$ cat src/sv/ibd_pkg.sv
// shared types, constants and color helpers for the indicator blink and dim controller
package ibd_pkg;

  localparam int unsigned PixelW  = 4;
  localparam int unsigned StampW  = 32;
  localparam int unsigned LevelW  = 3;
  localparam int unsigned DimW    = 8;
  localparam int unsigned RgbW    = 24;
  localparam int unsigned IntW    = 16;
  localparam int unsigned ChanW   = 8;
  localparam int unsigned QDepth  = 2;
  localparam int unsigned QPtrW   = 1;

  localparam logic [PixelW-1:0] LinkA = 4'd4;
  localparam logic [PixelW-1:0] LinkB = 4'd5;

  localparam logic [LevelW-1:0] LvlOff    = 3'd0;
  localparam logic [LevelW-1:0] LvlGreen  = 3'd1;
  localparam logic [LevelW-1:0] LvlOrange = 3'd2;
  localparam logic [LevelW-1:0] LvlRed    = 3'd3;
  localparam logic [LevelW-1:0] LvlBlue   = 3'd4;

  localparam logic [DimW-1:0]  FullDim       = 8'hFF;
  localparam logic [RgbW-1:0]  RgbBlack      = 24'h000000;
  localparam logic [RgbW-1:0]  RgbWhite      = 24'hFFFFFF;
  localparam logic [RgbW-1:0]  RgbGreen      = 24'h00FF00;
  localparam logic [RgbW-1:0]  RgbOrange     = {8'd255, 8'd165, 8'd0};
  localparam logic [RgbW-1:0]  RgbRed        = 24'hFF0000;
  localparam logic [RgbW-1:0]  RgbBlue       = 24'h0000FF;
  localparam logic [IntW-1:0]  IntervalReset = 16'd500;

  // codes match the func field of a beat
  typedef enum logic [1:0] {
    OpSet     = 2'd0,
    OpWork    = 2'd1,
    OpRefresh = 2'd2,
    OpClear   = 2'd3
  } ibd_op_e;

  typedef enum logic {
    StIdle,
    StWalk
  } ibd_state_e;

  typedef struct packed {
    ibd_op_e             op;
    logic [PixelW-1:0]   idx;
    logic                link;
    logic [StampW-1:0]   now;
    logic [LevelW-1:0]   level;
    logic                flash;
    logic [DimW-1:0]     dim;
    logic                enable;
    logic [RgbW-1:0]     rgb;
  } ibd_cmd_t;

  typedef struct packed {
    logic push;
    logic full;
  } ibd_qctl_t;

  function automatic logic [RgbW-1:0] ibd_level_color(input logic [LevelW-1:0] lvl);
    logic [RgbW-1:0] c;
    case (lvl)
      LvlGreen:  c = RgbGreen;
      LvlOrange: c = RgbOrange;
      LvlRed:    c = RgbRed;
      LvlBlue:   c = RgbBlue;
      default:   c = RgbBlack;
    endcase
    return c;
  endfunction

  // ch*dim/255 truncated; exact for any product of two 8-bit values
  function automatic logic [ChanW-1:0] ibd_dim_chan(input logic [ChanW-1:0] ch,
                                                   input logic [DimW-1:0]  dim);
    logic [15:0] p;
    logic [16:0] s;
    p = 16'(ch) * 16'(dim);
    s = 17'(p) + 17'(p[15:8]) + 17'd1;
    return (dim == FullDim) ? ch : s[15:8];
  endfunction

endpackage

$ cat src/sv/ibd_cmd_if.sv
// command channel: one beat per command
interface ibd_cmd_if;
  logic        valid;
  logic        ready;
  logic [1:0]  func;
  logic [31:0] now_ms;
  logic [3:0]  index;
  logic [2:0]  level;
  logic        flash;
  logic [7:0]  brightness;
  logic        enable;
  logic [23:0] color_rgb;

  modport source (output valid, func, now_ms, index, level, flash, brightness, enable,
                  color_rgb, input ready);
  modport sink   (input valid, func, now_ms, index, level, flash, brightness, enable,
                  color_rgb, output ready);
endinterface

$ cat src/sv/ibd_pix_if.sv
// pixel result channel: one beat per emitted color
interface ibd_pix_if;
  logic       valid;
  logic       ready;
  logic [3:0] pixel;
  logic [7:0] red;
  logic [7:0] green;
  logic [7:0] blue;
  logic       last;

  modport source (output valid, pixel, red, green, blue, last, input ready);
  modport sink   (input valid, pixel, red, green, blue, last, output ready);
endinterface

$ cat src/sv/ibd_front.sv
// front end: takes command beats, drops sets outside the table, marks the linked pair
module ibd_front #(
  parameter int unsigned INDICATOR_COUNT = 10
) (
  ibd_cmd_if.sink            cmd_i,
  input  logic               full_i,
  output logic               push_o,
  output ibd_pkg::ibd_cmd_t  entry_o
);
  import ibd_pkg::*;

  ibd_op_e op;
  logic    keep;

  assign op          = ibd_op_e'(cmd_i.func);
  assign cmd_i.ready = !full_i;
  assign keep        = (op != OpSet) || (cmd_i.index < PixelW'(INDICATOR_COUNT));
  assign push_o      = cmd_i.valid && cmd_i.ready && keep;

  always_comb begin
    entry_o        = '0;
    entry_o.op     = op;
    entry_o.idx    = cmd_i.index;
    entry_o.link   = (cmd_i.index == LinkA) || (cmd_i.index == LinkB);
    entry_o.now    = cmd_i.now_ms;
    entry_o.level  = cmd_i.level;
    entry_o.flash  = cmd_i.flash;
    entry_o.dim    = cmd_i.brightness;
    entry_o.enable = cmd_i.enable;
    entry_o.rgb    = cmd_i.color_rgb;
  end
endmodule

$ cat src/sv/ibd_queue.sv
// two-entry command queue between front and back
module ibd_queue (
  input  logic               clk_i,
  input  logic               rst_ni,
  input  logic               push_i,
  input  ibd_pkg::ibd_cmd_t  wdata_i,
  input  logic               pop_i,
  output ibd_pkg::ibd_qctl_t ctl_o,
  output logic               valid_o,
  output ibd_pkg::ibd_cmd_t  rdata_o
);
  import ibd_pkg::*;

  ibd_cmd_t         mem_q [QDepth];
  logic [QPtrW-1:0] wr_q, rd_q;
  logic [QPtrW:0]   cnt_q;
  logic             do_push, do_pop;

  assign valid_o     = (cnt_q != '0);
  assign ctl_o.full  = (cnt_q == (QPtrW+1)'(QDepth));
  assign ctl_o.push  = do_push;
  assign do_push     = push_i && !ctl_o.full;
  assign do_pop      = pop_i && valid_o;
  assign rdata_o     = mem_q[rd_q];

  always_ff @(posedge clk_i) begin
    if (do_push) begin
      mem_q[wr_q] <= wdata_i;
    end
  end

  always_ff @(posedge clk_i or negedge rst_ni) begin
    if (!rst_ni) begin
      wr_q  <= '0;
      rd_q  <= '0;
      cnt_q <= '0;
    end else begin
      if (do_push) begin
        wr_q <= wr_q + 1'b1;
      end
      if (do_pop) begin
        rd_q <= rd_q + 1'b1;
      end
      case ({do_push, do_pop})
        2'b10:   cnt_q <= cnt_q + 1'b1;
        2'b01:   cnt_q <= cnt_q - 1'b1;
        default: cnt_q <= cnt_q;
      endcase
    end
  end
endmodule

$ cat src/sv/ibd_back.sv
// back end: indicator table, command execution and the refresh walk with dimming
module ibd_back #(
  parameter int unsigned INDICATOR_COUNT = 10
) (
  input  logic                      clk_i,
  input  logic                      rst_ni,
  input  logic                      cfg_we_i,
  input  logic [ibd_pkg::IntW-1:0]  cfg_wdata_i,
  input  logic                      q_valid_i,
  input  ibd_pkg::ibd_cmd_t         q_cmd_i,
  output logic                      q_pop_o,
  ibd_pix_if.source                 pix_o
);
  import ibd_pkg::*;

  localparam int unsigned IdxW = $clog2(INDICATOR_COUNT);
  localparam logic [PixelW-1:0] WorkPixel = PixelW'(INDICATOR_COUNT);

  // indicator table
  logic [LevelW-1:0] lvl_q   [INDICATOR_COUNT];
  logic              fon_q   [INDICATOR_COUNT];
  logic [StampW-1:0] stamp_q [INDICATOR_COUNT];
  logic              phase_q [INDICATOR_COUNT];
  logic [DimW-1:0]   dim_q   [INDICATOR_COUNT];

  logic              work_on_q, work_fon_q, work_phase_q;
  logic [DimW-1:0]   work_dim_q;
  logic [RgbW-1:0]   work_rgb_q;
  logic [StampW-1:0] work_stamp_q;
  logic [IntW-1:0]   interval_q;

  ibd_state_e        state_q, state_d;
  logic [PixelW-1:0] cnt_q;
  logic [StampW-1:0] now_q;

  // compute stage and output register
  logic              s1_vld_q;
  logic [PixelW-1:0] s1_pix_q;
  logic [RgbW-1:0]   s1_rgb_q;
  logic [DimW-1:0]   s1_dim_q;
  logic              s1_last_q;
  logic              out_vld_q;
  logic [PixelW-1:0] out_pix_q;
  logic [ChanW-1:0]  out_r_q, out_g_q, out_b_q;
  logic              out_last_q;

  logic                  advance, s1_load, issue, pop;
  logic                  is_work;
  logic [IdxW-1:0]       ci;
  logic [INDICATOR_COUNT-1:0] hit;
  logic [LevelW-1:0]     e_lvl;
  logic                  active, cur_phase, tog, new_phase;
  logic [StampW-1:0]     cur_stamp, elapsed;
  logic [RgbW-1:0]       base_rgb, sel_rgb;
  logic [DimW-1:0]       sel_dim;

  assign advance = !out_vld_q || pix_o.ready;
  assign s1_load = !s1_vld_q || advance;
  assign is_work = (cnt_q == WorkPixel);
  assign ci      = is_work ? '0 : cnt_q[IdxW-1:0];
  assign e_lvl   = lvl_q[ci];

  // next state
  always_comb begin
    state_d = state_q;
    case (state_q)
      StIdle: begin
        if (q_valid_i && q_cmd_i.op == OpRefresh) begin
          state_d = StWalk;
        end
      end
      StWalk: begin
        if (s1_load && is_work) begin
          state_d = StIdle;
        end
      end
      default: state_d = StIdle;
    endcase
  end

  // fsm outputs
  always_comb begin
    pop   = 1'b0;
    issue = 1'b0;
    case (state_q)
      StIdle:  pop   = q_valid_i;
      StWalk:  issue = s1_load;
      default: ;
    endcase
  end

  assign q_pop_o = pop;

  always_comb begin
    for (int e = 0; e < INDICATOR_COUNT; e++) begin
      hit[e] = q_cmd_i.link ? (PixelW'(e) == LinkA || PixelW'(e) == LinkB)
                            : (q_cmd_i.idx == PixelW'(e));
    end
  end

  // one shared phase check for the entry or the worklight
  always_comb begin
    if (is_work) begin
      active    = work_on_q && work_fon_q;
      cur_stamp = work_stamp_q;
      cur_phase = work_phase_q;
      base_rgb  = work_on_q ? work_rgb_q : RgbBlack;
      sel_dim   = work_on_q ? work_dim_q : FullDim;
    end else begin
      active    = fon_q[ci] && (e_lvl != LvlOff) && (e_lvl <= LvlBlue);
      cur_stamp = stamp_q[ci];
      cur_phase = phase_q[ci];
      base_rgb  = ibd_level_color(e_lvl);
      sel_dim   = dim_q[ci];
    end
    elapsed   = now_q - cur_stamp;
    tog       = active && (elapsed > StampW'(interval_q));
    new_phase = cur_phase ^ tog;
    sel_rgb   = (active && !new_phase) ? RgbBlack : base_rgb;
  end

  always_ff @(posedge clk_i or negedge rst_ni) begin
    if (!rst_ni) begin
      state_q  <= StIdle;
      cnt_q    <= '0;
      now_q    <= '0;
      s1_vld_q <= 1'b0;
      out_vld_q <= 1'b0;
    end else begin
      state_q <= state_d;
      if (pop && q_cmd_i.op == OpRefresh) begin
        cnt_q <= '0;
        now_q <= q_cmd_i.now;
      end else if (issue && !is_work) begin
        // counter parks on the worklight slot so the table index stays in range
        cnt_q <= cnt_q + 1'b1;
      end
      if (s1_load) begin
        s1_vld_q <= issue;
      end
      if (advance) begin
        out_vld_q <= s1_vld_q;
      end
    end
  end

  always_ff @(posedge clk_i) begin
    if (issue) begin
      s1_pix_q  <= cnt_q;
      s1_rgb_q  <= sel_rgb;
      s1_dim_q  <= sel_dim;
      s1_last_q <= is_work;
    end
    if (advance && s1_vld_q) begin
      out_pix_q  <= s1_pix_q;
      out_r_q    <= ibd_dim_chan(s1_rgb_q[23:16], s1_dim_q);
      out_g_q    <= ibd_dim_chan(s1_rgb_q[15:8], s1_dim_q);
      out_b_q    <= ibd_dim_chan(s1_rgb_q[7:0], s1_dim_q);
      out_last_q <= s1_last_q;
    end
  end

  always_ff @(posedge clk_i or negedge rst_ni) begin
    if (!rst_ni) begin
      interval_q <= IntervalReset;
      for (int e = 0; e < INDICATOR_COUNT; e++) begin
        lvl_q[e]   <= LvlOff;
        fon_q[e]   <= 1'b0;
        stamp_q[e] <= '0;
        phase_q[e] <= 1'b0;
        dim_q[e]   <= FullDim;
      end
      work_on_q    <= 1'b0;
      work_fon_q   <= 1'b0;
      work_phase_q <= 1'b0;
      work_dim_q   <= FullDim;
      work_rgb_q   <= RgbWhite;
      work_stamp_q <= '0;
    end else begin
      if (cfg_we_i) begin
        interval_q <= cfg_wdata_i;
      end
      if (pop) begin
        case (q_cmd_i.op)
          OpSet: begin
            for (int e = 0; e < INDICATOR_COUNT; e++) begin
              if (hit[e]) begin
                lvl_q[e] <= q_cmd_i.level;
                fon_q[e] <= q_cmd_i.flash;
                dim_q[e] <= q_cmd_i.dim;
                if (q_cmd_i.flash) begin
                  stamp_q[e] <= q_cmd_i.now;
                  phase_q[e] <= 1'b1;
                end
              end
            end
          end
          OpWork: begin
            work_on_q  <= q_cmd_i.enable;
            work_dim_q <= q_cmd_i.dim;
            work_fon_q <= q_cmd_i.flash;
            if (q_cmd_i.rgb != RgbBlack) begin
              work_rgb_q <= q_cmd_i.rgb;
            end
            if (q_cmd_i.flash) begin
              work_stamp_q <= q_cmd_i.now;
              work_phase_q <= 1'b1;
            end
          end
          OpClear: begin
            for (int e = 0; e < INDICATOR_COUNT; e++) begin
              lvl_q[e] <= LvlOff;
              fon_q[e] <= 1'b0;
              dim_q[e] <= FullDim;
            end
            work_on_q  <= 1'b0;
            work_dim_q <= FullDim;
            work_rgb_q <= RgbWhite;
            work_fon_q <= 1'b0;
          end
          default: ;
        endcase
      end
      if (issue && tog) begin
        if (is_work) begin
          work_phase_q <= new_phase;
          work_stamp_q <= now_q;
        end else begin
          phase_q[ci] <= new_phase;
          stamp_q[ci] <= now_q;
        end
      end
    end
  end

  assign pix_o.valid = out_vld_q;
  assign pix_o.pixel = out_pix_q;
  assign pix_o.red   = out_r_q;
  assign pix_o.green = out_g_q;
  assign pix_o.blue  = out_b_q;
  assign pix_o.last  = out_last_q;

`ifndef NO_ASSERTIONS
  a_last_is_work: assert property (@(posedge clk_i) disable iff (!rst_ni)
    pix_o.valid && pix_o.last |-> pix_o.pixel == WorkPixel)
    else $error("last beat not on worklight pixel");
  a_pop_idle: assert property (@(posedge clk_i) disable iff (!rst_ni)
    q_pop_o |-> state_q == StIdle && !issue)
    else $error("command taken during refresh walk");
  a_cnt_range: assert property (@(posedge clk_i) disable iff (!rst_ni)
    state_q == StWalk |-> cnt_q <= WorkPixel)
    else $error("walk counter beyond table");
`endif
endmodule

$ cat src/sv/indicator_blink_dim_controller.sv
// top level: indicator blink and dim controller
// Commands enter through a two-entry queue, so the command side keeps moving while results
// stall, until the queue is full. Set, worklight and clear commands are executed in the
// back end as they leave the queue. A refresh leaves the queue, then walks the table
// through its single read port, one entry per cycle while the sink is ready, and delivers
// INDICATOR_COUNT + 1 result beats (the last for the worklight) at one beat per cycle
// while the sink is ready, so a refresh occupies the back end until its worklight entry
// is taken, longer while the sink stalls; the first beat passes the walk state and
// counter, the phase check register and then the dimming output register. The flash
// interval register is written through cfg_we_i / cfg_wdata_i and resets to 500 ms.
module indicator_blink_dim_controller #(
  parameter int unsigned INDICATOR_COUNT = 10
) (
  input  logic                     clk_i,
  input  logic                     rst_ni,
  input  logic                     cfg_we_i,
  input  logic [ibd_pkg::IntW-1:0] cfg_wdata_i,
  ibd_cmd_if.sink                  cmd_i,
  ibd_pix_if.source                pix_o
);
  import ibd_pkg::*;

  logic      push, pop, q_valid;
  ibd_cmd_t  push_cmd, q_cmd;
  ibd_qctl_t qctl;

  ibd_front #(.INDICATOR_COUNT(INDICATOR_COUNT)) u_front (
    .cmd_i   (cmd_i),
    .full_i  (qctl.full),
    .push_o  (push),
    .entry_o (push_cmd)
  );

  ibd_queue u_queue (
    .clk_i   (clk_i),
    .rst_ni  (rst_ni),
    .push_i  (push),
    .wdata_i (push_cmd),
    .pop_i   (pop),
    .ctl_o   (qctl),
    .valid_o (q_valid),
    .rdata_o (q_cmd)
  );

  ibd_back #(.INDICATOR_COUNT(INDICATOR_COUNT)) u_back (
    .clk_i       (clk_i),
    .rst_ni      (rst_ni),
    .cfg_we_i    (cfg_we_i),
    .cfg_wdata_i (cfg_wdata_i),
    .q_valid_i   (q_valid),
    .q_cmd_i     (q_cmd),
    .q_pop_o     (pop),
    .pix_o       (pix_o)
  );
endmodule

$ cat src/flat_wrapper.sv
// flat-port wrapper written by rule: the top's interface ports become plain ports
module indicator_blink_dim_controller_flat import ibd_pkg::*;
#(
  parameter int unsigned INDICATOR_COUNT = 10
)
  (clk_i, rst_ni, cfg_we_i, cfg_wdata_i, cmd_i_valid, cmd_i_func, cmd_i_now_ms, cmd_i_index, cmd_i_level, cmd_i_flash, cmd_i_brightness, cmd_i_enable, cmd_i_color_rgb, cmd_i_ready, pix_o_valid, pix_o_pixel, pix_o_red, pix_o_green, pix_o_blue, pix_o_last, pix_o_ready);
  ibd_cmd_if cmd_i_i ();
  ibd_pix_if pix_o_i ();
  input  logic clk_i;
  input  logic rst_ni;
  input  logic cfg_we_i;
  input  logic [ibd_pkg::IntW-1:0] cfg_wdata_i;
  input wire logic [$bits(cmd_i_i.valid)-1:0] cmd_i_valid;
  input wire logic [$bits(cmd_i_i.func)-1:0] cmd_i_func;
  input wire logic [$bits(cmd_i_i.now_ms)-1:0] cmd_i_now_ms;
  input wire logic [$bits(cmd_i_i.index)-1:0] cmd_i_index;
  input wire logic [$bits(cmd_i_i.level)-1:0] cmd_i_level;
  input wire logic [$bits(cmd_i_i.flash)-1:0] cmd_i_flash;
  input wire logic [$bits(cmd_i_i.brightness)-1:0] cmd_i_brightness;
  input wire logic [$bits(cmd_i_i.enable)-1:0] cmd_i_enable;
  input wire logic [$bits(cmd_i_i.color_rgb)-1:0] cmd_i_color_rgb;
  output wire logic [$bits(cmd_i_i.ready)-1:0] cmd_i_ready;
  output wire logic [$bits(pix_o_i.valid)-1:0] pix_o_valid;
  output wire logic [$bits(pix_o_i.pixel)-1:0] pix_o_pixel;
  output wire logic [$bits(pix_o_i.red)-1:0] pix_o_red;
  output wire logic [$bits(pix_o_i.green)-1:0] pix_o_green;
  output wire logic [$bits(pix_o_i.blue)-1:0] pix_o_blue;
  output wire logic [$bits(pix_o_i.last)-1:0] pix_o_last;
  input wire logic [$bits(pix_o_i.ready)-1:0] pix_o_ready;
  assign cmd_i_i.valid = cmd_i_valid;
  assign cmd_i_i.func = cmd_i_func;
  assign cmd_i_i.now_ms = cmd_i_now_ms;
  assign cmd_i_i.index = cmd_i_index;
  assign cmd_i_i.level = cmd_i_level;
  assign cmd_i_i.flash = cmd_i_flash;
  assign cmd_i_i.brightness = cmd_i_brightness;
  assign cmd_i_i.enable = cmd_i_enable;
  assign cmd_i_i.color_rgb = cmd_i_color_rgb;
  assign cmd_i_ready = cmd_i_i.ready;
  assign pix_o_valid = pix_o_i.valid;
  assign pix_o_pixel = pix_o_i.pixel;
  assign pix_o_red = pix_o_i.red;
  assign pix_o_green = pix_o_i.green;
  assign pix_o_blue = pix_o_i.blue;
  assign pix_o_last = pix_o_i.last;
  assign pix_o_i.ready = pix_o_ready;
  indicator_blink_dim_controller #(.INDICATOR_COUNT(INDICATOR_COUNT)) u_core (.clk_i(clk_i), .rst_ni(rst_ni), .cfg_we_i(cfg_we_i), .cfg_wdata_i(cfg_wdata_i), .cmd_i(cmd_i_i), .pix_o(pix_o_i));
endmodule
$ cat config.mk
export PLATFORM = sky130hd
export DESIGN_NAME = indicator_blink_dim_controller_flat
export DESIGN_NICKNAME = d
export VERILOG_FILES = /design/src/sv/ibd_pkg.sv /design/src/sv/ibd_cmd_if.sv /design/src/sv/ibd_pix_if.sv /design/src/sv/ibd_front.sv /design/src/sv/ibd_queue.sv /design/src/sv/ibd_back.sv /design/src/sv/indicator_blink_dim_controller.sv /design/src/flat_wrapper.sv
export SDC_FILE = /design/constraint.sdc
export NUM_CORES = 2
export LEC_CHECK = 0
export BUFFER_PORTS_ARGS = -buffer_cell sky130_fd_sc_hd__buf_2
export CORE_MARGIN = 1
export CORE_UTILIZATION = 39
export CTS_BUF_LIST = sky130_fd_sc_hd__clkbuf_16
export DETAILED_ROUTE_END_ITERATION = 12
export PLACE_DENSITY = 0.52
export SETUP_SLACK_MARGIN = 0.2
export SLEW_MARGIN = 20
export SYNTH_ARGS = -nofsm -noshare
export SYNTH_HDL_FRONTEND = slang
export SYNTH_SLANG_ARGS = --single-unit
$ cat constraint.sdc
create_clock -name clk_i -period 21.9 [get_ports clk_i]
set_clock_uncertainty 0.1 [all_clocks]
set_input_delay 1.095 -clock clk_i [delete_from_list [all_inputs] [get_ports clk_i]]
set_output_delay 1.095 -clock clk_i [all_outputs]
set_load 0.005 [all_outputs]
==> impl_metrics.py <==
metrics = {
    "worst_setup_path": {
        "reg2regPathDepth": 31,
        "r2r_start": "u_core.u_back.cnt_q[0]$_DFFE_PN0P_",
        "slowest_stage": "dfrtp_4",
        "critical_path.most_common_cell": "buf_4",
        "critical_path_class": "flip-flop to flip-flop",
        "worstPathRequired_ns": 22.36,
        "cp.arrival_ns": 10.66,
        "worstReg2RegEnd": "u_core.u_back.stamp_q[284]$_DFF_PN0_",
        "r2r_setup_slack_ns": 11.70,
        "start_kind": "flip-flop",
        "slowest_delay_ns": 0.84,
        "critPathMaxFanout": 59,
        "endpoint_kind": "flip-flop",
    },
    "drt": {
        "drt_iter0_drc": 2602,
        "post-route-drc-count": 0,
        "vias_per_cell": 5.468,
        "dr.pass1.iters": 5,
        "wl_um": 139000,
        "avgRoutedWirePerCell_um": 21.89,
        "vias": 34720,
        "postRouteAntennaNets": 0,
    },
    "global_routing": {
        "grt-ovfl-total": 0,
        "grt_pass1_wl_um": 213900,
        "grt_max_degree": 156,
        "grt_pass1_vias": 33890,
        "grt_usage_pct": 22.93,
        "antenna_found_initial": 4,
    },
    "floorplan": {
        "die_h_um": 348.5,
        "ios": 127,
        "die_w_um": 348.5,
        "start_util_pct": 39.50,
        "fp-row-count": 126,
        "die_area_um2": 121500,
        "design.core.area_um2": 118600,
    },
    "hold_path": {
        "hp-class": "input pin to asynchronous set/reset pin",
    },
    "clock_tree": {
        "tritoncts": "yes",
        "cts_buffers": 93,
        "cts_root_buf": "clkbuf_16",
        "cts_setup_buffers": 0,
        "cts.clk_slew.worst_paths_ns": 0.06,
        "postCtsResizedCells": 0,
        "h-tree-depth": 3,
        "numClockSinks": 794,
        "clk_path_buf_depth": 3,
        "ctsHoldBuffers": 0,
        "insertion_delay_ns": 0.70,
    },
    "layout": {
        "fillCellCount": 11480,
        "syn_to_final_growth_pct": 11.15,
        "mostFrequentLayoutCell": "nand2_1",
        "multi_input_area_um2": 23760,
        "seq_area_um2": 21120,
        "mostFrequentLayoutCells": "nand2_1 (544), nor2_1 (481), a21oi_1 (456)",
        "nets": 5056,
        "drive_gt1_share_pct": 17.58,
    },
    "sta": {
        "slew_headroom_pct": 23.22,
        "fin_crit_sh_pct": 46.57,
        "rsz0062_at_grt": "false",
        "finalSetupViolCount": 0,
        "tns_ns": 0,
        "maxSlewViolCount": 0,
        "fmax_ghz": 0.09804,
        "worst_pin_slew_ns": 1.129,
        "layout_min_cycle_time_ns": 10.20,
        "hold_violations": 0,
    },
    "placement": {
        "port-buffer-count": 126,
        "gp_congestion": 0.8680,
        "dp_hpwl_um": 88280,
    },
    "synth": {
        "synth-seq-cells": 794,
        "synthTopCellsByArea": "dfrtp_1 (24%), edfxtp_1 (14%), mux2_2 (7.0%)",
        "synth_top_area_share_pct": 24.47,
        "async_flop_share_pct": 72.54,
        "yosysWarnings": 0,
        "synth_edf_count": 218,
        "synth.cell_area_um2": 46830,
        "syn_nets": 5103,
        "syn_avg_cell_area_um2": 9.926,
        "synth_area_leader_cell": "dfrtp_1",
        "synth_cell_types": 81,
        "ys.flop_type": "dfrtp_1",
        "ys_seq_area_share_pct": 45.07,
        "synthCells": 4718,
    },
    "job": {
        "drv_cap": 0,
    },
    "status": {
        "status": "finished clean",
    },
}
==> routing by layer <==
layer  global-route usage, %  wire (µm)  vias up
met2                   35.66      62110      870
met3                   3.597       7604      178
met1                   33.58      66670    17370
met4                   4.744       2632        0
li1                        -          -    16310
met5                       0          0        -
==> worst max-delay path, delay by kind of cell (launching register included) <==
family | cells | cell delay (ns)
and+or+nand+nor | 9 | 2.78
DFF | 1 | 0.84
buffers and inverters | 6 | 2.54
adders and majority gates | 3 | 1.04
AOI/OAI and AO/OA | 11 | 2.14
xor gates and xnor gates | 1 | 0.15
muxes | 1 | 0.38
==> how the worst max path moves through the flow <==
| stage | slack [ns] | from | end |
|---|---|---|---|
| after floorplan | 14.83 | u_core.u_back.cnt_q[0]$_DFFE_PN0P_ | u_core.u_back.stamp_q[249]$_DFF_PN0_ |
| after global placement | 12.00 | u_core.u_back.cnt_q[0]$_DFFE_PN0P_ | u_core.u_back.stamp_q[280]$_DFF_PN0_ |
| after detailed placement | 11.80 | u_core.u_back.cnt_q[0]$_DFFE_PN0P_ | u_core.u_back.stamp_q[284]$_DFF_PN0_ |
| after CTS | 11.74 | u_core.u_back.cnt_q[0]$_DFFE_PN0P_ | u_core.u_back.stamp_q[284]$_DFF_PN0_ |
| after global routing | 11.15 | u_core.u_back.cnt_q[0]$_DFFE_PN0P_ | u_core.u_back.stamp_q[259]$_DFF_PN0_ |
| final | 11.70 | u_core.u_back.cnt_q[0]$_DFFE_PN0P_ | u_core.u_back.stamp_q[284]$_DFF_PN0_ |
==> cells by family (layout without fill, tap and decap cells) <==
group                    count (synthesis)  count (layout)  synth area share, %
flip-flops                             794             794                45.07
other                                    0               1                    0
AND/OR/NAND/NOR                       1406            1406                13.13
AO/OA/AOI/OAI                         1022            1022                12.87
buffers and inverters                  560             591                4.777
XOR/XNOR                                77              77                1.440
multiplexers                           570             570                13.24
adder cells (fa/ha/maj)                289             289                9.469
==> per-stage QoR <==
stage	hold WS, ns	area (µm²)	instances	setup slack, ns	util, %
final	0.3008	52050	6350	11.70	43.91
after global routing	0.3444	52050	6350	11.15	43.91
after CTS	0.3073	52040	6349	11.74	43.90
after detailed placement	0.3470	48980	6176	11.80	41.31
after global placement	0.3544	48960	6176	12.00	41.30
after floorplan	0.3003	46830	4718	14.83	-
==> sequential cells by signal (all words and copies together), names as in the netlist, 16 cells and up <==
name	cells
u_core.u_back.now_q	32
u_core.u_back.work_stamp_q	32
u_core.u_back.stamp_q	320
u_core.u_back.s1_rgb_q	24
u_core.u_back.interval_q	16
u_core.u_back.work_rgb_q	24
u_core.u_back.dim_q	80
u_core.u_queue.mem_q	152
u_core.u_back.lvl_q	30
==> layout make-up <==
class | instances | share of cell area [%]
multi-input cells | 3364 | 45.64
diodes | 1 | 0.004807
inverters | 196 | 1.413
clock inverters | 77 | 1.272
clock buffers | 96 | 4.615
well taps | 1600 | 3.846
repair buffers | 222 | 2.639
flip-flops and latches | 794 | 40.57
==> cell usage after synthesis (31+ instances only) <==
cell        n
a211oi_1   47
a21oi_1   464
a31oi_1    72
and2_1     97
buf_1      41
buf_4      31
clkbuf_1  282
dfrtp_1   458
dfstp_2   118
edfxtp_1  218
fa_1      109
ha_1      180
inv_1     194
mux2_1     83
mux2_2    291
mux2i_1   194
nand2_1   547
nand3_1    81
nor2_1    494
nor2b_1    63
o211ai_1   39
o21ai_0   199
xnor2_1    49
Power is left out: the tool's default activity adds up to more than one toggle a clock period on the data nets, which glitch-free logic cannot reach.
